===== src/rtl/dfr_pkg.sv =====
`timescale 1ns / 1ps
`default_nettype none

package dfr_pkg;

  // frame length at which a frame is aborted
  localparam int unsigned MAX_FRAME = 192;

  // framing bytes
  localparam logic [7:0] BYTE_STX = 8'd2;
  localparam logic [7:0] BYTE_ETX = 8'd3;
  localparam logic [7:0] BYTE_DLE = 8'd16;

  // result kinds
  typedef enum logic [1:0] {
    KIND_PAYLOAD = 2'd0,
    KIND_END     = 2'd1,
    KIND_ABORT   = 2'd2
  } dfr_kind_t;

  // one result item
  typedef struct packed {
    dfr_kind_t  kind;
    logic [7:0] data;
    logic [7:0] pos;
  } dfr_result_t;

endpackage

`default_nettype wire


===== src/rtl/dfr_in_stage.sv =====
`timescale 1ns / 1ps
`default_nettype none

module dfr_in_stage
  import dfr_pkg::*;
(
  input  wire logic       clk,
  input  wire logic       rst_n,
  input  wire logic       in_valid,
  output logic            in_ready,
  input  wire logic [7:0] in_rx_byte,
  input  wire logic       take,
  output logic            s1_valid,
  output logic [7:0]      s1_byte
);

  logic       valid_r;
  logic [7:0] byte_r;

  // accept when empty or when the held item moves on this cycle
  assign in_ready = !valid_r || take;
  assign s1_valid = valid_r;
  assign s1_byte  = byte_r;

  // valid flag
  always_ff @(posedge clk) begin
    if (!rst_n) begin
      valid_r <= 1'b0;
    end else if (in_valid && in_ready) begin
      valid_r <= 1'b1;
    end else if (take) begin
      valid_r <= 1'b0;
    end
  end

  // byte holding register
  always_ff @(posedge clk) begin
    if (in_valid && in_ready) begin
      byte_r <= in_rx_byte;
    end
  end

endmodule

`default_nettype wire


===== src/rtl/dfr_decoder.sv =====
`timescale 1ns / 1ps
`default_nettype none

module dfr_decoder
  import dfr_pkg::*;
(
  input  wire logic       clk,
  input  wire logic       rst_n,
  input  wire logic       s1_valid,
  input  wire logic [7:0] s1_byte,
  input  wire logic       out_free,
  output logic            take,
  output logic            res_valid,
  output dfr_result_t     res
);

  logic       esc_r, esc_nxt;
  logic       rcv_r, rcv_nxt;
  logic [7:0] cnt_r, cnt_nxt;
  logic       emit;
  logic       take_pl;
  logic [8:0] cnt_inc;

  assign cnt_inc = {1'b0, cnt_r} + 9'd1;

  // per-byte framing decisions
  always_comb begin
    esc_nxt  = esc_r;
    rcv_nxt  = rcv_r;
    cnt_nxt  = cnt_r;
    emit     = 1'b0;
    take_pl  = 1'b0;
    res.kind = KIND_PAYLOAD;
    res.data = s1_byte;
    res.pos  = cnt_r;
    if (esc_r) begin
      esc_nxt = 1'b0;
      case (s1_byte)
        BYTE_STX: begin
          cnt_nxt = '0;
          rcv_nxt = 1'b1;
        end
        BYTE_ETX: begin
          rcv_nxt  = 1'b0;
          emit     = 1'b1;
          res.kind = KIND_END;
          res.data = '0;
        end
        BYTE_DLE: begin
          take_pl = 1'b1;
        end
        default: begin
          // unknown escape is dropped
        end
      endcase
    end else if (s1_byte == BYTE_DLE) begin
      esc_nxt = 1'b1;
    end else begin
      take_pl = 1'b1;
    end
    // payload byte, with overflow abort at the last slot
    if (take_pl && rcv_r) begin
      emit = 1'b1;
      if (cnt_inc >= 9'(MAX_FRAME)) begin
        cnt_nxt  = '0;
        rcv_nxt  = 1'b0;
        res.kind = KIND_ABORT;
      end else begin
        cnt_nxt = cnt_inc[7:0];
      end
    end
  end

  // item moves on when it makes no result or the result register has room
  assign take      = s1_valid && (!emit || out_free);
  assign res_valid = take && emit;

  // frame state
  always_ff @(posedge clk) begin
    if (!rst_n) begin
      esc_r <= 1'b0;
      rcv_r <= 1'b0;
      cnt_r <= '0;
    end else if (take) begin
      esc_r <= esc_nxt;
      rcv_r <= rcv_nxt;
      cnt_r <= cnt_nxt;
    end
  end

endmodule

`default_nettype wire


===== src/rtl/dfr_out_reg.sv =====
`timescale 1ns / 1ps
`default_nettype none

module dfr_out_reg
  import dfr_pkg::*;
(
  input  wire logic        clk,
  input  wire logic        rst_n,
  input  wire logic        res_valid,
  input  wire dfr_result_t res,
  output logic             out_free,
  output logic             out_valid,
  input  wire logic        out_ready,
  output logic [1:0]       out_event_kind,
  output logic [7:0]       out_payload_byte,
  output logic [7:0]       out_position
);

  logic        valid_r;
  dfr_result_t res_r;

  assign out_free         = !valid_r || out_ready;
  assign out_valid        = valid_r;
  assign out_event_kind   = res_r.kind;
  assign out_payload_byte = res_r.data;
  assign out_position     = res_r.pos;

  // result valid flag
  always_ff @(posedge clk) begin
    if (!rst_n) begin
      valid_r <= 1'b0;
    end else if (res_valid) begin
      valid_r <= 1'b1;
    end else if (out_ready) begin
      valid_r <= 1'b0;
    end
  end

  // result payload
  always_ff @(posedge clk) begin
    if (res_valid) begin
      res_r <= res;
    end
  end

endmodule

`default_nettype wire


===== src/rtl/dle_frame_receiver_top.sv =====
`timescale 1ns / 1ps
`default_nettype none

// channel   handshake              payload
// input     in_valid / in_ready    in_rx_byte
// result    out_valid / out_ready  out_event_kind, out_payload_byte, out_position
//
// one byte per cycle unless a result stalls; a byte is held in the input
// register and decoded there; its result, if any, goes to the result register
// throughput is set by the single decode step between input and result register
// a stalled result holds the decoder only for bytes that make a result
// rst_n is synchronous; reset clears the escape, receive and count state

module dle_frame_receiver_top
  import dfr_pkg::*;
(
  input  wire logic       clk,
  input  wire logic       rst_n,
  input  wire logic       in_valid,
  output logic            in_ready,
  input  wire logic [7:0] in_rx_byte,
  output logic            out_valid,
  input  wire logic       out_ready,
  output logic [1:0]      out_event_kind,
  output logic [7:0]      out_payload_byte,
  output logic [7:0]      out_position
);

  logic        take;
  logic        s1_valid;
  logic [7:0]  s1_byte;
  logic        out_free;
  logic        res_valid;
  dfr_result_t res;

  // input register
  dfr_in_stage u_in (
    .clk        (clk),
    .rst_n      (rst_n),
    .in_valid   (in_valid),
    .in_ready   (in_ready),
    .in_rx_byte (in_rx_byte),
    .take       (take),
    .s1_valid   (s1_valid),
    .s1_byte    (s1_byte)
  );

  // framing decode and state
  dfr_decoder u_dec (
    .clk       (clk),
    .rst_n     (rst_n),
    .s1_valid  (s1_valid),
    .s1_byte   (s1_byte),
    .out_free  (out_free),
    .take      (take),
    .res_valid (res_valid),
    .res       (res)
  );

  // result register
  dfr_out_reg u_out (
    .clk              (clk),
    .rst_n            (rst_n),
    .res_valid        (res_valid),
    .res              (res),
    .out_free         (out_free),
    .out_valid        (out_valid),
    .out_ready        (out_ready),
    .out_event_kind   (out_event_kind),
    .out_payload_byte (out_payload_byte),
    .out_position     (out_position)
  );

endmodule

`default_nettype wire

===== config.mk =====
export PLATFORM = sky130hd
export DESIGN_NAME = dle_frame_receiver_top
export DESIGN_NICKNAME = d
export VERILOG_FILES = /design/src/rtl/dfr_pkg.sv /design/src/rtl/dfr_in_stage.sv /design/src/rtl/dfr_decoder.sv /design/src/rtl/dfr_out_reg.sv /design/src/rtl/dle_frame_receiver_top.sv
export SDC_FILE = /design/constraint.sdc
export NUM_CORES = 1
export LEC_CHECK = 0
export BUFFER_PORTS_ARGS = -buffer_cell sky130_fd_sc_hd__buf_2
export CAP_MARGIN = 20
export CORE_MARGIN = 3
export CORE_UTILIZATION = 40
export DETAILED_ROUTE_END_ITERATION = 10
export GPL_TIMING_DRIVEN = 0
export PLACE_DENSITY = 0.74
export SYNTH_ARGS = -nofsm -noshare
export SYNTH_HDL_FRONTEND = slang
export SYNTH_SLANG_ARGS = --single-unit

===== constraint.sdc =====
create_clock -name clk -period 2.52 [get_ports clk]
set_input_delay 0 -clock clk [delete_from_list [all_inputs] [get_ports clk]]
set_output_delay 0 -clock clk [all_outputs]
set_load 0.05 [all_outputs]

Word level (Yosys, flattened, before mapping)
Index checks and enable logic that the tools add are counted.
W data, S select, Z words.
- bits in registers: 38
- bits of input ports: 12
- output and inout bits: 20
- logic and storage cells: 52
- add/subtract/negate cells: 1
- order comparisons: 1
- equal/unequal tests: 3
- mux-type cells: 23
- reductions and logical operators: 15
- operators by type and width (operator ; number):
    $mux W8 ; 4
    $eq A8 B2 Y1 const B ; 2
    $mux W1 ; 14
    $mux W10 ; 1
    $add A8 B1 Y9 const B ; 1
    $ge A9 B8 Y1 const B ; 1
    $mux W9 ; 1
    $eq A8 B5 Y1 const B ; 1
    $reduce_bool A2 Y1 ; 4
    $logic_and A1 B1 Y1 ; 4
    $mux W2 ; 2
    $logic_not A1 Y1 ; 3
    $logic_or A1 B1 Y1 ; 3
    $reduce_and A3 Y1 ; 1
    $pmux W1 S2 ; 1

Logic depth before layout (Yosys ltp)
- depth in word-level cells: 11
- gate-level depth with buffers: 9
- gate-level depth less buffers: 8

Modules after synthesis
A second synthesis with hierarchy kept.
- cell total of the unflattened synthesis: 129
- area total of the unflattened synthesis: 1586.5 sq um
- modules (own cells, without submodules) (module ; times used ; cells an instance ; area an instance (sq um) ; sequential area each (sq um)):
    dfr_decoder ; 1 ; 94 ; 699.4 ; 200.2
    dfr_out_reg ; 1 ; 22 ; 589.3 ; 560.5
    dfr_in_stage ; 1 ; 13 ; 297.8 ; 260.2

Least setup slack after synthesis
No wires, ideal clock.
- kind: register to register
- from: register u_in.byte_r[5] (netlist: u_in.s1_byte[5])
- to: register u_in.byte_r[0] (netlist: u_in.s1_byte[0]), enable pin
- setup time: 0.279 ns
- data arrival time: 2.411 ns
- required time: 2.241 ns
- slack: -0.170 ns
- cell stages (with the launch flop): 8
- path buffers: 0
- clock period less this slack: 2.690 ns
- cell sequence: edfxtp_1 nor4_4 and4b_1 ha_1 nand2_1 nand2_1 nand4b_1 and2_1
- word-level cells in the longest chain between the ends: 10
- elaborated cells on any way between the ends: 14
- those cells by class: 2 x eq/ne; 6 x mux; 6 x reduce/logical
- RTL lines (what ; RTL line ; text):
    start, declared ; dfr_in_stage.sv:18 ; logic [7:0] byte_r;
    start signal, assigned ; dfr_in_stage.sv:39 ; byte_r <= in_rx_byte;
    $eq A8 B5 Y1 ; dfr_decoder.sv:38, dfr_decoder.sv:56 ;
    $mux W1 (on tied branches) ; dfr_decoder.sv:56, dfr_decoder.sv:38 ;
    $mux W1 ; dfr_decoder.sv:36 ; if (esc_r) begin
    $logic_and A1 B1 Y1 ; dfr_decoder.sv:62 ; if (take_pl && rcv_r) begin
    $mux W1 * ; dfr_decoder.sv:62 ;
    $logic_not A1 Y1 * ; dfr_decoder.sv:75 ; assign take = s1_valid && (!emit || out_free);
    $logic_or A1 B1 Y1 * ; dfr_decoder.sv:75 ;
    $logic_and A1 B1 Y1 * ; dfr_decoder.sv:75 ;
    $logic_or A1 B1 Y1 * ; dfr_in_stage.sv:21 ; assign in_ready = !valid_r || take;
    via in_ready ; dle_frame_receiver_top.sv:20 ; output logic in_ready,
    $logic_and A1 B1 Y1 * ; dfr_in_stage.sv:38 ; if (in_valid && in_ready) begin
Mark *: on every way through the listed nets, which the timed path passes. The rest lies on a longest branch.
A chain may end at the register's enable or synchronous reset.

Worst setup path after layout
- from: register u_in.byte_r[0] (netlist: u_in.s1_byte[0])
- to: register u_dec.cnt_r[7]
- word-level cells in the longest chain between the ends: 9
- elaborated cells on any way between the ends: 17
- those cells by class: 3 x eq/ne; 7 x mux; 7 x reduce/logical
- RTL lines (what ; RTL line ; text):
    $eq A8 B5 Y1 ; dfr_decoder.sv:38, dfr_decoder.sv:56 ;
    $mux W1 (on tied branches) ; dfr_decoder.sv:56, dfr_decoder.sv:38 ;
    $mux W1 ; dfr_decoder.sv:36 ;
    $logic_and A1 B1 Y1 ; dfr_decoder.sv:62 ;
    $mux W1 ; dfr_decoder.sv:62 ;
    $logic_not A1 Y1 ; dfr_decoder.sv:75 ;
    $logic_or A1 B1 Y1 ; dfr_decoder.sv:75 ;
    $logic_and A1 B1 Y1 ; dfr_decoder.sv:75 ;
    $reduce_and A3 Y1 (no line) ; -- ;
    end signal, assigned ; dfr_decoder.sv:87 ; cnt_r <= cnt_nxt;
    end, declared ; dfr_decoder.sv:19 ; logic [7:0] cnt_r, cnt_nxt;
Parallel ways exist; a longest one is shown, timed or not.

==> results.sh <==
export IMPL_status="completed"
export IMPL_multi_input_area_um2=655.6
export IMPL_die_y_um=70.45
export IMPL_ys_async_sr_fraction=0
export IMPL_stdcell_count=234
export IMPL_p_clk_frac=0.363
export IMPL_drive_above_1_share=0.3226
export IMPL_place_area_um2=1906
export IMPL_cts_made_buffers=5
export IMPL_via_per_inst=5.385
export IMPL_gp_congestion=0.9097
export IMPL_synthFlopType="edfxtp_1"
export IMPL_final_nets=200
export IMPL_finalHoldViolCount=0
export IMPL_tightest_slew_ps=550.4
export IMPL_worstPathArrival_ps=2630
export IMPL_ant_nets=0
export IMPL_rows=22
export IMPL_grt_pass1_wl_mm=5.706
export IMPL_hold_path_class="primary input to register"
export IMPL_synth_edf_count=26
export IMPL_seq_area_um2=1021
export IMPL_wl_per_cell_um=15.13
export IMPL_die_w_um=70.45
export IMPL_yosys_top_cells_area="edfxtp_1 (47%), dfxtp_1 (14%), nand3_1 (3.3%)"
export IMPL_cts_max_level=2
export IMPL_fin_worst_skew_ps=9.156
export IMPL_min_period_ps=2427
export IMPL_grt_max_degree=19
export IMPL_top_level_ports=32
export IMPL_core_area_um2=3826
export IMPL_synth_seq_area_share=0.6145
export IMPL_antenna_found_initial=0
export IMPL_synth_top_area_frac=0.4699
export IMPL_holdPathStages=3
export IMPL_finalWirelength_mm=3.541
export IMPL_synth_warning_count=0
export IMPL_critPathKind="register to register"
export IMPL_syn_nets=150
export IMPL_grt_ovfl_total=0
export IMPL_fin_ws_ps=93.44
export IMPL_yosysTopAreaCell="edfxtp_1"
export IMPL_area_delta_synth_final_pct=29.37
export IMPL_drtIter0Drc=153
export IMPL_start_util=0.4343
export IMPL_dp_slack_ps=-179.4
export IMPL_ir_worst_vdd_uv=277.0
export IMPL_route_vias_total=1260
export IMPL_worstSetupStartpointType="register"
export IMPL_fmax_mhz=412.1
export IMPL_drc=0
export IMPL_clk_pin_slew_ps=80
export IMPL_syn_avg_cell_area_um2=12.31
export IMPL_port_buffers=31
export IMPL_gr_usage_all_layers=0.1464
export IMPL_power_frac_seq=0.590
export IMPL_first_pass_iters=4
export IMPL_p_int_mw=0.9296
export IMPL_netlist_cell_type_count=35
export IMPL_power_frac_comb=0.047
export IMPL_placedCellCount=214
export IMPL_hpwlAfterDp_mm=2.434
export IMPL_p_sw_mw=0.2399
export IMPL_clk_insertion_delay_late_ps=290
export IMPL_powerDensity_nw_per_um2=544.1
export IMPL_syn_instance_count=135
export IMPL_antenna_cells=0
export IMPL_setup_viol=0
export IMPL_grt_pass1_vias=1219
export IMPL_synth_area_um2=1662
export IMPL_whs_ps=51.23
export IMPL_cp_max_fo=5
export IMPL_clockBufferDepth=2
export IMPL_n_fill_cell=289
export IMPL_cts_root_buffer="clkbuf_8"
export IMPL_final_max_slew_viol_count=0
export IMPL_ff2ff_path_depth=8
export IMPL_final_period_utilization=0.9629
export IMPL_cts_sinks=38
export IMPL_slew_limit_headroom=0.6323
export IMPL_max_cap_violations=0
export IMPL_crit_path_end_kind="register"
export IMPL_total_power_mw=1.169
export IMPL_sw_frac_of_total=0.2052
export IMPL_tritoncts="yes"
export IMPL_p_leak_nw=0.7818
export IMPL_synth_seq_cells=38
export IMPL_die_area_um2=4963
export IMPL_reg2reg_slack_ps=90
export IMPL_stdcell_area_um2=2150
export IMPL_required_ps=2730
routing by layer:
layer / GRT usage / vias up / share of wire
li1: - / 617 / -
met4: 0.06383 / 0 / 0.025
met1: 0.1726 / 587 / 0.40
met2: 0.2370 / 46 / 0.52
met5: 0 / - / 0
met3: 0.05468 / 10 / 0.054
critical path, stage by stage, from the launching register on:
cell and delay, ps:
edfxtp_1 440, nor4_4 300, and4b_1 270, ha_4 240
a21boi_4 190, nand4_4 150, nand2_2 110, or4b_4 470
o221ai_2 170
path summary, 6_finish.rpt:
path,startpoint,end
min,out_ready,u_in.s1_valid$_SDFFE_PN0P_
min reg2reg,u_dec.cnt_r[2]$_SDFFE_PN0P_,u_out.out_position[2]$_DFFE_PP_
max reg2reg,u_in.s1_byte[0]$_DFFE_PP_,u_dec.cnt_r[7]$_SDFFE_PN0P_
max,u_in.s1_byte[0]$_DFFE_PP_,u_dec.cnt_r[7]$_SDFFE_PN0P_
cells by family after synthesis:
group / share of synthesized area
compound gates: 0.1032
mux: 0.006024
flops: 0.6145
fa+ha+maj: 0.02259
simple gates: 0.2214
buf+inv: 0.03238
power groups by stage:
stage / Combinational, mW / Sequential, mW / Clock, mW
6_report: 0.0554 / 0.690 / 0.425
4_1_cts: 0.0495 / 0.690 / 0.426
5_1_grt: 0.0610 / 0.690 / 0.463
3_5_place_dp: 0.0376 / 0.704 / 0
3_3_place_gp: 0.0354 / 0.704 / 0
2_1_floorplan: 0.0237 / 0.701 / 0
area by class of cell:
cell class	count	area share
buffer	9	0.01804
sequential	38	0.4750
multi-input combinational	84	0.3050
tap	48	0.02794
inverter	4	0.006985
clock inverter	1	0.002328
clock buffer	7	0.04016
timing repair buffer	43	0.1246
cell usage after synthesis, types with 2 or more instances:
| cell type | instances |
|---|---|
| o221ai_1 | 4 |
| nor2_1 | 6 |
| edfxtp_1 | 26 |
| nand4b_1 | 5 |
| nand4_1 | 5 |
| dfxtp_1 | 12 |
| a31oi_1 | 4 |
| inv_1 | 4 |
| nand3_1 | 11 |
| and2_1 | 3 |
| ha_1 | 3 |
| nand3b_1 | 2 |
| nand2_1 | 13 |
| a21oi_1 | 8 |
| or4b_1 | 2 |
| clkbuf_1 | 7 |
| a21boi_1 | 2 |
placed cells by master (no fill, tap or decap), types with 6 or more instances in the layout:
master / netlist / layout
buf_2: 1 / 32
edfxtp_1: 26 / 26
dfxtp_1: 12 / 12
nand3_1: 11 / 11
nand2_1: 13 / 10
dlygate4sd3_1: 0 / 9
clkbuf_1: 7 / 8
a21oi_1: 8 / 7
nor2_1: 6 / 6
clkbuf_8: 0 / 6
stage by stage:
stage / TNS [ps] / util
6_report: 0 / 0.5618
5_1_grt: -46.75 / 0.5618
4_1_cts: 0 / 0.5484
3_5_place_dp: -1234 / 0.4980
3_3_place_gp: -183.9 / 0.4980
2_1_floorplan: -49.21 / -
flip-flops by register name, indices dropped and copies added, names as in the netlist:
register,cells
u_dec.rcv_r,1
u_dec.esc_r,1
u_out.out_payload_byte,8
u_out.out_event_kind,2
u_out.out_position,8
u_in.s1_byte,8
u_out.out_valid,1
u_in.s1_valid,1
u_dec.cnt_r,8
timing repair:
item / CTS / global route
endpoints found under the setup margin: 26 / 26
setup buffers: 1 / 2
gates resized for setup: 1 / 6
endpoints found under the hold margin: 9 / 0
hold buffers: 9 / 0
pin swaps: 1 / 4
No activity file was read; power rests on OpenSTA's default activity.
